--- config.mk ---
export PLATFORM = sky130hd
export DESIGN_NAME = ps2_scancode_to_ascii
export DESIGN_NICKNAME = d
export VERILOG_FILES = /design/src/rtl/core/ps2a_pkg.sv /design/src/rtl/core/ps2a_decode.sv /design/src/rtl/core/ps2_scancode_to_ascii.sv
export SDC_FILE = /design/constraint.sdc
export NUM_CORES = 1
export LEC_CHECK = 0
export BUFFER_PORTS_ARGS = -buffer_cell sky130_fd_sc_hd__buf_4
export CORE_MARGIN = 2
export CORE_UTILIZATION = 61
export DETAILED_ROUTE_END_ITERATION = 10
export GPL_TIMING_DRIVEN = 0
export PLACE_DENSITY = 0.84
export SLEW_MARGIN = 15
export SYNTH_ARGS = -nofsm -noshare
export SYNTH_HDL_FRONTEND = slang
export SYNTH_SLANG_ARGS = --single-unit
--- constraint.sdc ---
create_clock -name clk_i -period 3.8 [get_ports clk_i]
set_input_delay 0.19 -clock clk_i [delete_from_list [all_inputs] [get_ports clk_i]]
set_output_delay 0.19 -clock clk_i [all_outputs]
set_load 0.05 [all_outputs]
--- src/rtl/core/ps2a_pkg.sv ---
`timescale 1ns / 1ps
`default_nettype none

package ps2a_pkg;

  // Special set 1 bytes
  localparam logic [7:0] PauseByte   = 8'hE1;
  localparam logic [7:0] ExtByte     = 8'hE0;
  localparam logic [7:0] PrtScMake   = 8'h2A;
  localparam logic [7:0] PrtScBreak  = 8'hB7;

  // Modifier key codes (low seven bits)
  localparam logic [6:0] CodeCtrl    = 7'h1D;
  localparam logic [6:0] CodeLShift  = 7'h2A;
  localparam logic [6:0] CodeRShift  = 7'h36;
  localparam logic [6:0] CodeLAlt    = 7'h38;

  // Bytes swallowed after pause and print screen
  localparam logic [2:0] PauseSkip   = 3'd5;
  localparam logic [2:0] PrtScSkip   = 3'd2;

  // Modifier register bit positions
  localparam int unsigned ModLCtrl   = 0;
  localparam int unsigned ModRCtrl   = 1;
  localparam int unsigned ModLAlt    = 2;
  localparam int unsigned ModLShift  = 3;
  localparam int unsigned ModRShift  = 4;

  typedef struct packed {
    logic [2:0] skip_count;
    logic       ext_prefix;
    logic [4:0] mods;
  } ps2a_state_t;

  // Modifier bit named by a key code
  function automatic logic [4:0] mod_for(input logic [6:0] code, input logic ext);
    logic [4:0] m;
    m = 5'b0;
    if (ext) begin
      if (code == CodeCtrl) m[ModRCtrl] = 1'b1;
    end else begin
      case (code)
        CodeCtrl:   m[ModLCtrl]  = 1'b1;
        CodeLShift: m[ModLShift] = 1'b1;
        CodeRShift: m[ModRShift] = 1'b1;
        CodeLAlt:   m[ModLAlt]   = 1'b1;
        default:    m = 5'b0;
      endcase
    end
    return m;
  endfunction

  // ASCII for a key code, plain or shifted; zero for unmapped keys
  function automatic logic [6:0] key_char(input logic [6:0] code, input logic sh);
    logic [6:0] c;
    case (code)
      7'h02: c = sh ? 7'h21 : 7'h31;
      7'h03: c = sh ? 7'h40 : 7'h32;
      7'h04: c = sh ? 7'h23 : 7'h33;
      7'h05: c = sh ? 7'h24 : 7'h34;
      7'h06: c = sh ? 7'h25 : 7'h35;
      7'h07: c = sh ? 7'h5E : 7'h36;
      7'h08: c = sh ? 7'h26 : 7'h37;
      7'h09: c = sh ? 7'h2A : 7'h38;
      7'h0A: c = sh ? 7'h28 : 7'h39;
      7'h0B: c = sh ? 7'h29 : 7'h30;
      7'h0C: c = sh ? 7'h5F : 7'h2D;
      7'h0D: c = sh ? 7'h2B : 7'h3D;
      7'h0E: c = 7'h08;
      7'h0F: c = 7'h09;
      7'h10: c = sh ? 7'h51 : 7'h71;
      7'h11: c = sh ? 7'h57 : 7'h77;
      7'h12: c = sh ? 7'h45 : 7'h65;
      7'h13: c = sh ? 7'h52 : 7'h72;
      7'h14: c = sh ? 7'h54 : 7'h74;
      7'h15: c = sh ? 7'h59 : 7'h79;
      7'h16: c = sh ? 7'h55 : 7'h75;
      7'h17: c = sh ? 7'h49 : 7'h69;
      7'h18: c = sh ? 7'h4F : 7'h6F;
      7'h19: c = sh ? 7'h50 : 7'h70;
      7'h1A: c = sh ? 7'h7B : 7'h5B;
      7'h1B: c = sh ? 7'h7D : 7'h5D;
      7'h1C: c = 7'h0A;
      7'h1E: c = sh ? 7'h41 : 7'h61;
      7'h1F: c = sh ? 7'h53 : 7'h73;
      7'h20: c = sh ? 7'h44 : 7'h64;
      7'h21: c = sh ? 7'h46 : 7'h66;
      7'h22: c = sh ? 7'h47 : 7'h67;
      7'h23: c = sh ? 7'h48 : 7'h68;
      7'h24: c = sh ? 7'h4A : 7'h6A;
      7'h25: c = sh ? 7'h4B : 7'h6B;
      7'h26: c = sh ? 7'h4C : 7'h6C;
      7'h27: c = sh ? 7'h3A : 7'h3B;
      7'h28: c = sh ? 7'h22 : 7'h27;
      7'h29: c = sh ? 7'h7E : 7'h60;
      7'h2B: c = sh ? 7'h7C : 7'h5C;
      7'h2C: c = sh ? 7'h5A : 7'h7A;
      7'h2D: c = sh ? 7'h58 : 7'h78;
      7'h2E: c = sh ? 7'h43 : 7'h63;
      7'h2F: c = sh ? 7'h56 : 7'h76;
      7'h30: c = sh ? 7'h42 : 7'h62;
      7'h31: c = sh ? 7'h4E : 7'h6E;
      7'h32: c = sh ? 7'h4D : 7'h6D;
      7'h33: c = sh ? 7'h3C : 7'h2C;
      7'h34: c = sh ? 7'h3E : 7'h2E;
      7'h35: c = sh ? 7'h3F : 7'h2F;
      7'h37: c = 7'h2A;
      7'h39: c = 7'h20;
      // keypad, same in both tables
      7'h47: c = 7'h37;
      7'h48: c = 7'h38;
      7'h49: c = 7'h39;
      7'h4A: c = 7'h2D;
      7'h4B: c = 7'h34;
      7'h4C: c = 7'h35;
      7'h4D: c = 7'h36;
      7'h4E: c = 7'h2B;
      7'h4F: c = 7'h31;
      7'h50: c = 7'h32;
      7'h51: c = 7'h33;
      7'h52: c = 7'h30;
      7'h53: c = 7'h2E;
      default: c = 7'h00;
    endcase
    return c;
  endfunction

endpackage

`default_nettype wire

--- src/rtl/core/ps2a_decode.sv ---
`timescale 1ns / 1ps
`default_nettype none

module ps2a_decode import ps2a_pkg::*; (
  input  wire ps2a_state_t state_i,
  input  wire logic [7:0]  scan_byte_i,
  output ps2a_state_t      state_o,
  output logic             emit_o,
  output logic [6:0]       char_o
);

  logic [6:0] code;
  logic [4:0] mod_bits;
  logic [4:0] mods_pressed;
  logic       shifted;

  assign code         = scan_byte_i[6:0];
  assign mod_bits     = mod_for(code, state_i.ext_prefix);
  assign mods_pressed = state_i.mods | mod_bits;
  assign shifted      = mods_pressed[ModLShift] | mods_pressed[ModRShift];

  // Byte handling in priority order: skip, pause, prefix, print screen,
  // release, press
  always_comb begin
    state_o = state_i;
    emit_o  = 1'b0;
    char_o  = 7'h00;
    if (state_i.skip_count != 3'd0) begin
      state_o.skip_count = state_i.skip_count - 3'd1;
    end else if (scan_byte_i == PauseByte) begin
      state_o.skip_count = PauseSkip;
    end else if (scan_byte_i == ExtByte) begin
      state_o.ext_prefix = 1'b1;
    end else if (state_i.ext_prefix &&
                 (scan_byte_i == PrtScMake || scan_byte_i == PrtScBreak)) begin
      state_o.skip_count = PrtScSkip;
      state_o.ext_prefix = 1'b0;
    end else if (scan_byte_i[7]) begin
      state_o.mods       = state_i.mods & ~mod_bits;
      state_o.ext_prefix = 1'b0;
    end else begin
      state_o.mods       = mods_pressed;
      state_o.ext_prefix = 1'b0;
      if (shifted) begin
        char_o = key_char(code, 1'b1);
      end else if (!state_i.ext_prefix) begin
        char_o = key_char(code, 1'b0);
      end
      emit_o = (char_o != 7'h00);
    end
  end

endmodule

`default_nettype wire

--- src/rtl/core/ps2_scancode_to_ascii.sv ---
// PS/2 scancode set 1 to ASCII decoder.
// Input channel: in_valid_i / in_ready_o carry one raw set 1 byte per item
// on scan_byte_i. Output channel: out_valid_o / out_ready_i carry one
// decoded character per item with the ctrl and alt status after that byte.
// Bytes that only change state (prefix, modifiers, releases, pause and
// print-screen tails, unmapped keys) produce no output item.
// Each byte is captured in an input register, decoded by a single pass of
// table lookup and flag update, and the character lands in the output
// register. One byte is taken every cycle while the receiver does not stall;
// the decode state loop (skip count, prefix, modifiers) runs through a
// single state register.
// While the receiver stalls the output register holds its item, the byte
// behind it waits in the input register, and in_ready_o drops once both
// are full.
// Reset clears the decode state, the modifiers and both valid flags.
`timescale 1ns / 1ps
`default_nettype none

module ps2_scancode_to_ascii import ps2a_pkg::*; (
  input  wire logic       clk_i,
  input  wire logic       rst_ni,
  input  wire logic       in_valid_i,
  output logic            in_ready_o,
  input  wire logic [7:0] scan_byte_i,
  output logic            out_valid_o,
  input  wire logic       out_ready_i,
  output logic [6:0]      character_o,
  output logic            ctrl_held_o,
  output logic            alt_held_o
);

  logic        in_valid_q;
  logic [7:0]  byte_q;
  logic        out_valid_q;
  logic [6:0]  char_q;
  logic        ctrl_q;
  logic        alt_q;
  ps2a_state_t state_q;
  ps2a_state_t state_d;
  logic        emit;
  logic [6:0]  char_d;
  logic        out_free;
  logic        advance;

  assign out_free   = !out_valid_q || out_ready_i;
  assign advance    = in_valid_q && out_free;
  assign in_ready_o = !in_valid_q || advance;

  // Input register
  always_ff @(posedge clk_i or negedge rst_ni) begin
    if (!rst_ni) begin
      in_valid_q <= 1'b0;
    end else if (in_ready_o) begin
      in_valid_q <= in_valid_i;
    end
  end

  always_ff @(posedge clk_i) begin
    if (in_ready_o && in_valid_i) begin
      byte_q <= scan_byte_i;
    end
  end

  ps2a_decode u_decode (
    .state_i     (state_q),
    .scan_byte_i (byte_q),
    .state_o     (state_d),
    .emit_o      (emit),
    .char_o      (char_d)
  );

  // Decode state
  always_ff @(posedge clk_i or negedge rst_ni) begin
    if (!rst_ni) begin
      state_q <= '0;
    end else if (advance) begin
      state_q <= state_d;
    end
  end

  // Output register
  always_ff @(posedge clk_i or negedge rst_ni) begin
    if (!rst_ni) begin
      out_valid_q <= 1'b0;
    end else if (out_free) begin
      out_valid_q <= advance && emit;
    end
  end

  always_ff @(posedge clk_i) begin
    if (advance && emit) begin
      char_q <= char_d;
      ctrl_q <= state_d.mods[ModLCtrl] | state_d.mods[ModRCtrl];
      alt_q  <= state_d.mods[ModLAlt];
    end
  end

  assign out_valid_o = out_valid_q;
  assign character_o = char_q;
  assign ctrl_held_o = ctrl_q;
  assign alt_held_o  = alt_q;

`ifndef SYNTH
  // Skip count never exceeds the pause length
  a_skip_range: assert property (@(posedge clk_i) disable iff (!rst_ni)
    state_q.skip_count <= PauseSkip)
    else $error("skip count out of range");

  // A swallowed byte never yields an output item
  a_skip_silent: assert property (@(posedge clk_i) disable iff (!rst_ni)
    (advance && state_q.skip_count != 3'd0) |=> !out_valid_o)
    else $error("output produced for a skipped byte");

  // Output characters are never zero
  a_char_nonzero: assert property (@(posedge clk_i) disable iff (!rst_ni)
    out_valid_o |-> character_o != 7'h00)
    else $error("zero character emitted");
`endif

endmodule

`default_nettype wire
==> impl_metrics.env <==
export IMPL_status="complete, no violations"
export IMPL_synth_area_leaders="edfxtp_1, dfxtp_1, dfrtp_1"
export IMPL_grt_pass1_wl_mm=16.2
export IMPL_crit_type="flop to flop"
export IMPL_yosys_area_share_simple_pct=21.5
export IMPL_synth_edf_count=17
export IMPL_netlist_area_mm2=0.00338
export IMPL_synth_largest_area_cell="edfxtp_1"
export IMPL_crit_required_ns=3.99
export IMPL_antenna_found_initial=0
export IMPL_finalCritPeriodShare_pct=87.3
export IMPL_grt_ovfl_total=0
export IMPL_cp_start_kind="flop"
export IMPL_clock_sinks=42
export IMPL_die_area_mm2=0.00616
export IMPL_met1_usage_pct=41.5
export IMPL_ys_ff_latch=42
export IMPL_ys_seq_area_share_pct=31.5
export IMPL_cts_buffers=5
export IMPL_synthToLayoutAreaGrowth_pct=11.5
export IMPL_core_area_mm2=0.00544
export IMPL_synthAdderAreaFrac_pct=4.81
export IMPL_r2r_start="out_valid_o"
export IMPL_cts_setup_buffers=0
export IMPL_power_leakage_nw=1.46
export IMPL_drtAntennaViolNets=0
export IMPL_finalHoldViolCount=0
export IMPL_max_freq_mhz=301
export IMPL_initial_core_util_pct=62.2
export IMPL_die_y_um=78.5
export IMPL_arrival_ns=3.50
export IMPL_crit_path_end_kind="flop"
export IMPL_synth_top_family_by_area="compound AO/OA/AOI/OAI gates"
export IMPL_synth_ff_type="edfxtp_1"
export IMPL_syn_inst=415
export IMPL_tritoncts="done"
export IMPL_antenna_cells=0
export IMPL_slew_headroom_pct=28.5
export IMPL_synth_xor_area_share_pct=1.29
export IMPL_rrSetupSlack_ns=0.48
export IMPL_synth_top_area_share_pct=15.1
export IMPL_crit_family="buffers and inverters"
export IMPL_grt_max_degree=18
export IMPL_rsz0062_at_grt="no"
export IMPL_cts_root_buffer="clkbuf_8"
export IMPL_peakVddDrop_v=0.000264
export IMPL_tns_ns=0
export IMPL_via_per_inst=6.74
export IMPL_hold_path_class="primary input to flop"
export IMPL_grt_busiest_layer="met2"
export IMPL_path_max_fanout=11
export IMPL_hold_path_end="byte_q[7]"
export IMPL_max_stage_delay_ns=0.43
export IMPL_final_util_pct=69.4
export IMPL_clock_path_buffers=2
export IMPL_clock_skew_final_ns=0.00565
export IMPL_insertion_delay_ns=0.29
export IMPL_path_clk_slew_ns=0.08
export IMPL_ios=23
export IMPL_dp_hpwl_mm=7.09
export IMPL_syn_area_per_cell_um2=8.15
export IMPL_die_w_um=78.5
export IMPL_drt_iter0_drc=352
export IMPL_synthMuxAreaShare_pct=2.52
export IMPL_drive_gt1_share_pct=15.3
export IMPL_drc=0
export IMPL_hold_depth=1
export IMPL_worstPathCellList="and3b_1 > buf_6 > inv_6 > nand2_8 > inv_6 > mux2_4 > inv_2 > ha_1 > clkbuf_1 > o21ai_0 > nand3_1 > a31oi_1 > or3_1 > a31o_1"
export IMPL_hp_start="scan_byte_i[7]"
export IMPL_synth_compound_area_share_pct=30.9
export IMPL_synth_warning_count=0
export IMPL_nNetsFinal=469
export IMPL_wl_per_cell_um=19.1
export IMPL_row_count=27
export IMPL_gp_congestion=1.02
export IMPL_routed_wl_mm=9.88
export IMPL_ctsResizeCount=0
export IMPL_ff2ff_path_depth=14
export IMPL_grt_util_met3_pct=4.94
export IMPL_route_vias_total=3486
export IMPL_slowest_stage="dfrtp_1"
export IMPL_slew_violations=0
export IMPL_setup_violations=0
export IMPL_cts_max_level=2
export IMPL_max_slew_worst_pin_slew_ns=1.06
export IMPL_grt_usage_pct=33.0
export IMPL_cap_violations=0
export IMPL_power_density_mw_per_mm2=426
export IMPL_ys_types=73
export IMPL_synth_nets=440
export IMPL_synthArstFlopShare_pct=26.2
export IMPL_grt_use_met2_pct=56.3
export IMPL_worst_path_buf_inv=5
export IMPL_fin_crit_ns=3.32
export IMPL_crit_top_cell="inv_6"
export IMPL_portBuffers=21
export IMPL_first_global_vias=3282
export IMPL_firstDrtPassIters=5
## logic make-up after synthesis
kind of cell             after synthesis
flip-flops                            42
AO/OA/AOI/OAI                        156
multiplexers                           7
XOR/XNOR                               5
AND/OR/NAND/NOR                      143
adder cells (fa/ha/maj)               13
buffers and inverters                 49
## worst reg2reg max path, delay by kind of cell, from the launching register on
family / cells / cell delay [ns]
buffers and inverters: 5 / 0.92
flip-flops: 1 / 0.43
adder cells (fa/ha/maj): 1 / 0.17
multiplexers: 1 / 0.41
AO/OA/AOI/OAI: 3 / 0.54
AND/OR/NAND/NOR: 4 / 0.74
## cell usage in the layout (no fill, tap or decap), types with 3 or more instances in the layout
cell,count
nand2_1,40
a21oi_1,35
nor2_1,35
o21ai_0,34
buf_4,24
edfxtp_1,17
nand3_1,14
dfxtp_1,14
clkbuf_1,13
ha_1,13
inv_1,12
buf_2,12
nor3_1,12
dfrtp_1,11
nor3b_1,10
o22ai_1,9
a31oi_1,8
o31ai_1,8
a211oi_1,7
o21ai_1,7
nand2b_1,6
o21a_1,6
clkbuf_8,5
buf_6,4
and2_1,4
o211ai_1,4
xnor2_1,4
inv_2,3
nand4b_1,3
nor2b_1,3
a311oi_1,3
mux2i_1,3
a32oi_1,3
## worst max path at each step
stage               slack, ns    to  depth (start not counted)        start
floorplan                0.72  flop                         14  out_valid_o
global placement         0.52  flop                         14   in_valid_q
detailed placement       0.56  flop                         14   in_valid_q
CTS                      0.54  flop                         14   in_valid_q
global route             0.33  flop                         14   in_valid_q
finish                   0.48  flop                         14  out_valid_o
## area by class of cell
class                      count  area (µm²)
clock inverter                 3        63.8
inverter                      17        73.8
buffer                        32         176
timing repair buffer          22         168
fill                         421        1670
tap                           72        90.1
multi-input combinational    324        2070
sequential                    42        1070
clock buffer                   5        68.8
## power breakdown
group          switching, mW  internal [mW]  total (mW)  leakage [nW]
Sequential            0.0456          0.542       0.588         0.408
Clock                  0.149          0.260       0.409        0.0658
Combinational          0.390          0.219       0.610         0.990
## layer usage
metal | wire (µm) | share of wire [%]
met5 | 0 | 0
met4 | 344 | 3.5
met3 | 884 | 8.9
met2 | 4680 | 47
met1 | 3970 | 40
## Yosys cell counts, types with 12 or more instances
library cell,number
nor2_1,35
nand3_1,14
edfxtp_1,17
o21ai_0,34
nand2_1,40
nor3_1,12
inv_1,12
ha_1,13
a21oi_1,35
buf_2,12
dfxtp_1,14
clkbuf_1,13
## timing repair
| item | in CTS | in global routing |
|---|---|---|
| hold endpoints to repair | 11 | 0 |
| hold buffers | 1 | 0 |
| setup endpoints to repair | 0 | 0 |
## stage by stage
step           power (mW)  cells  cell area (µm²)  worst slack (ns)  hold slack [ns]
5_1_grt              1.68    517             3770             0.327           0.0619
2_1_floorplan        1.02    415             3380             0.718           -0.106
3_5_place_dp         1.18    508             3630             0.565           0.0308
6_report             1.61    517             3770             0.482           0.0709
4_1_cts              1.59    517             3770             0.541           0.0680
3_3_place_gp         1.17    508             3630             0.522           0.0289
Note: power is estimated with default switching activity, not from simulation.
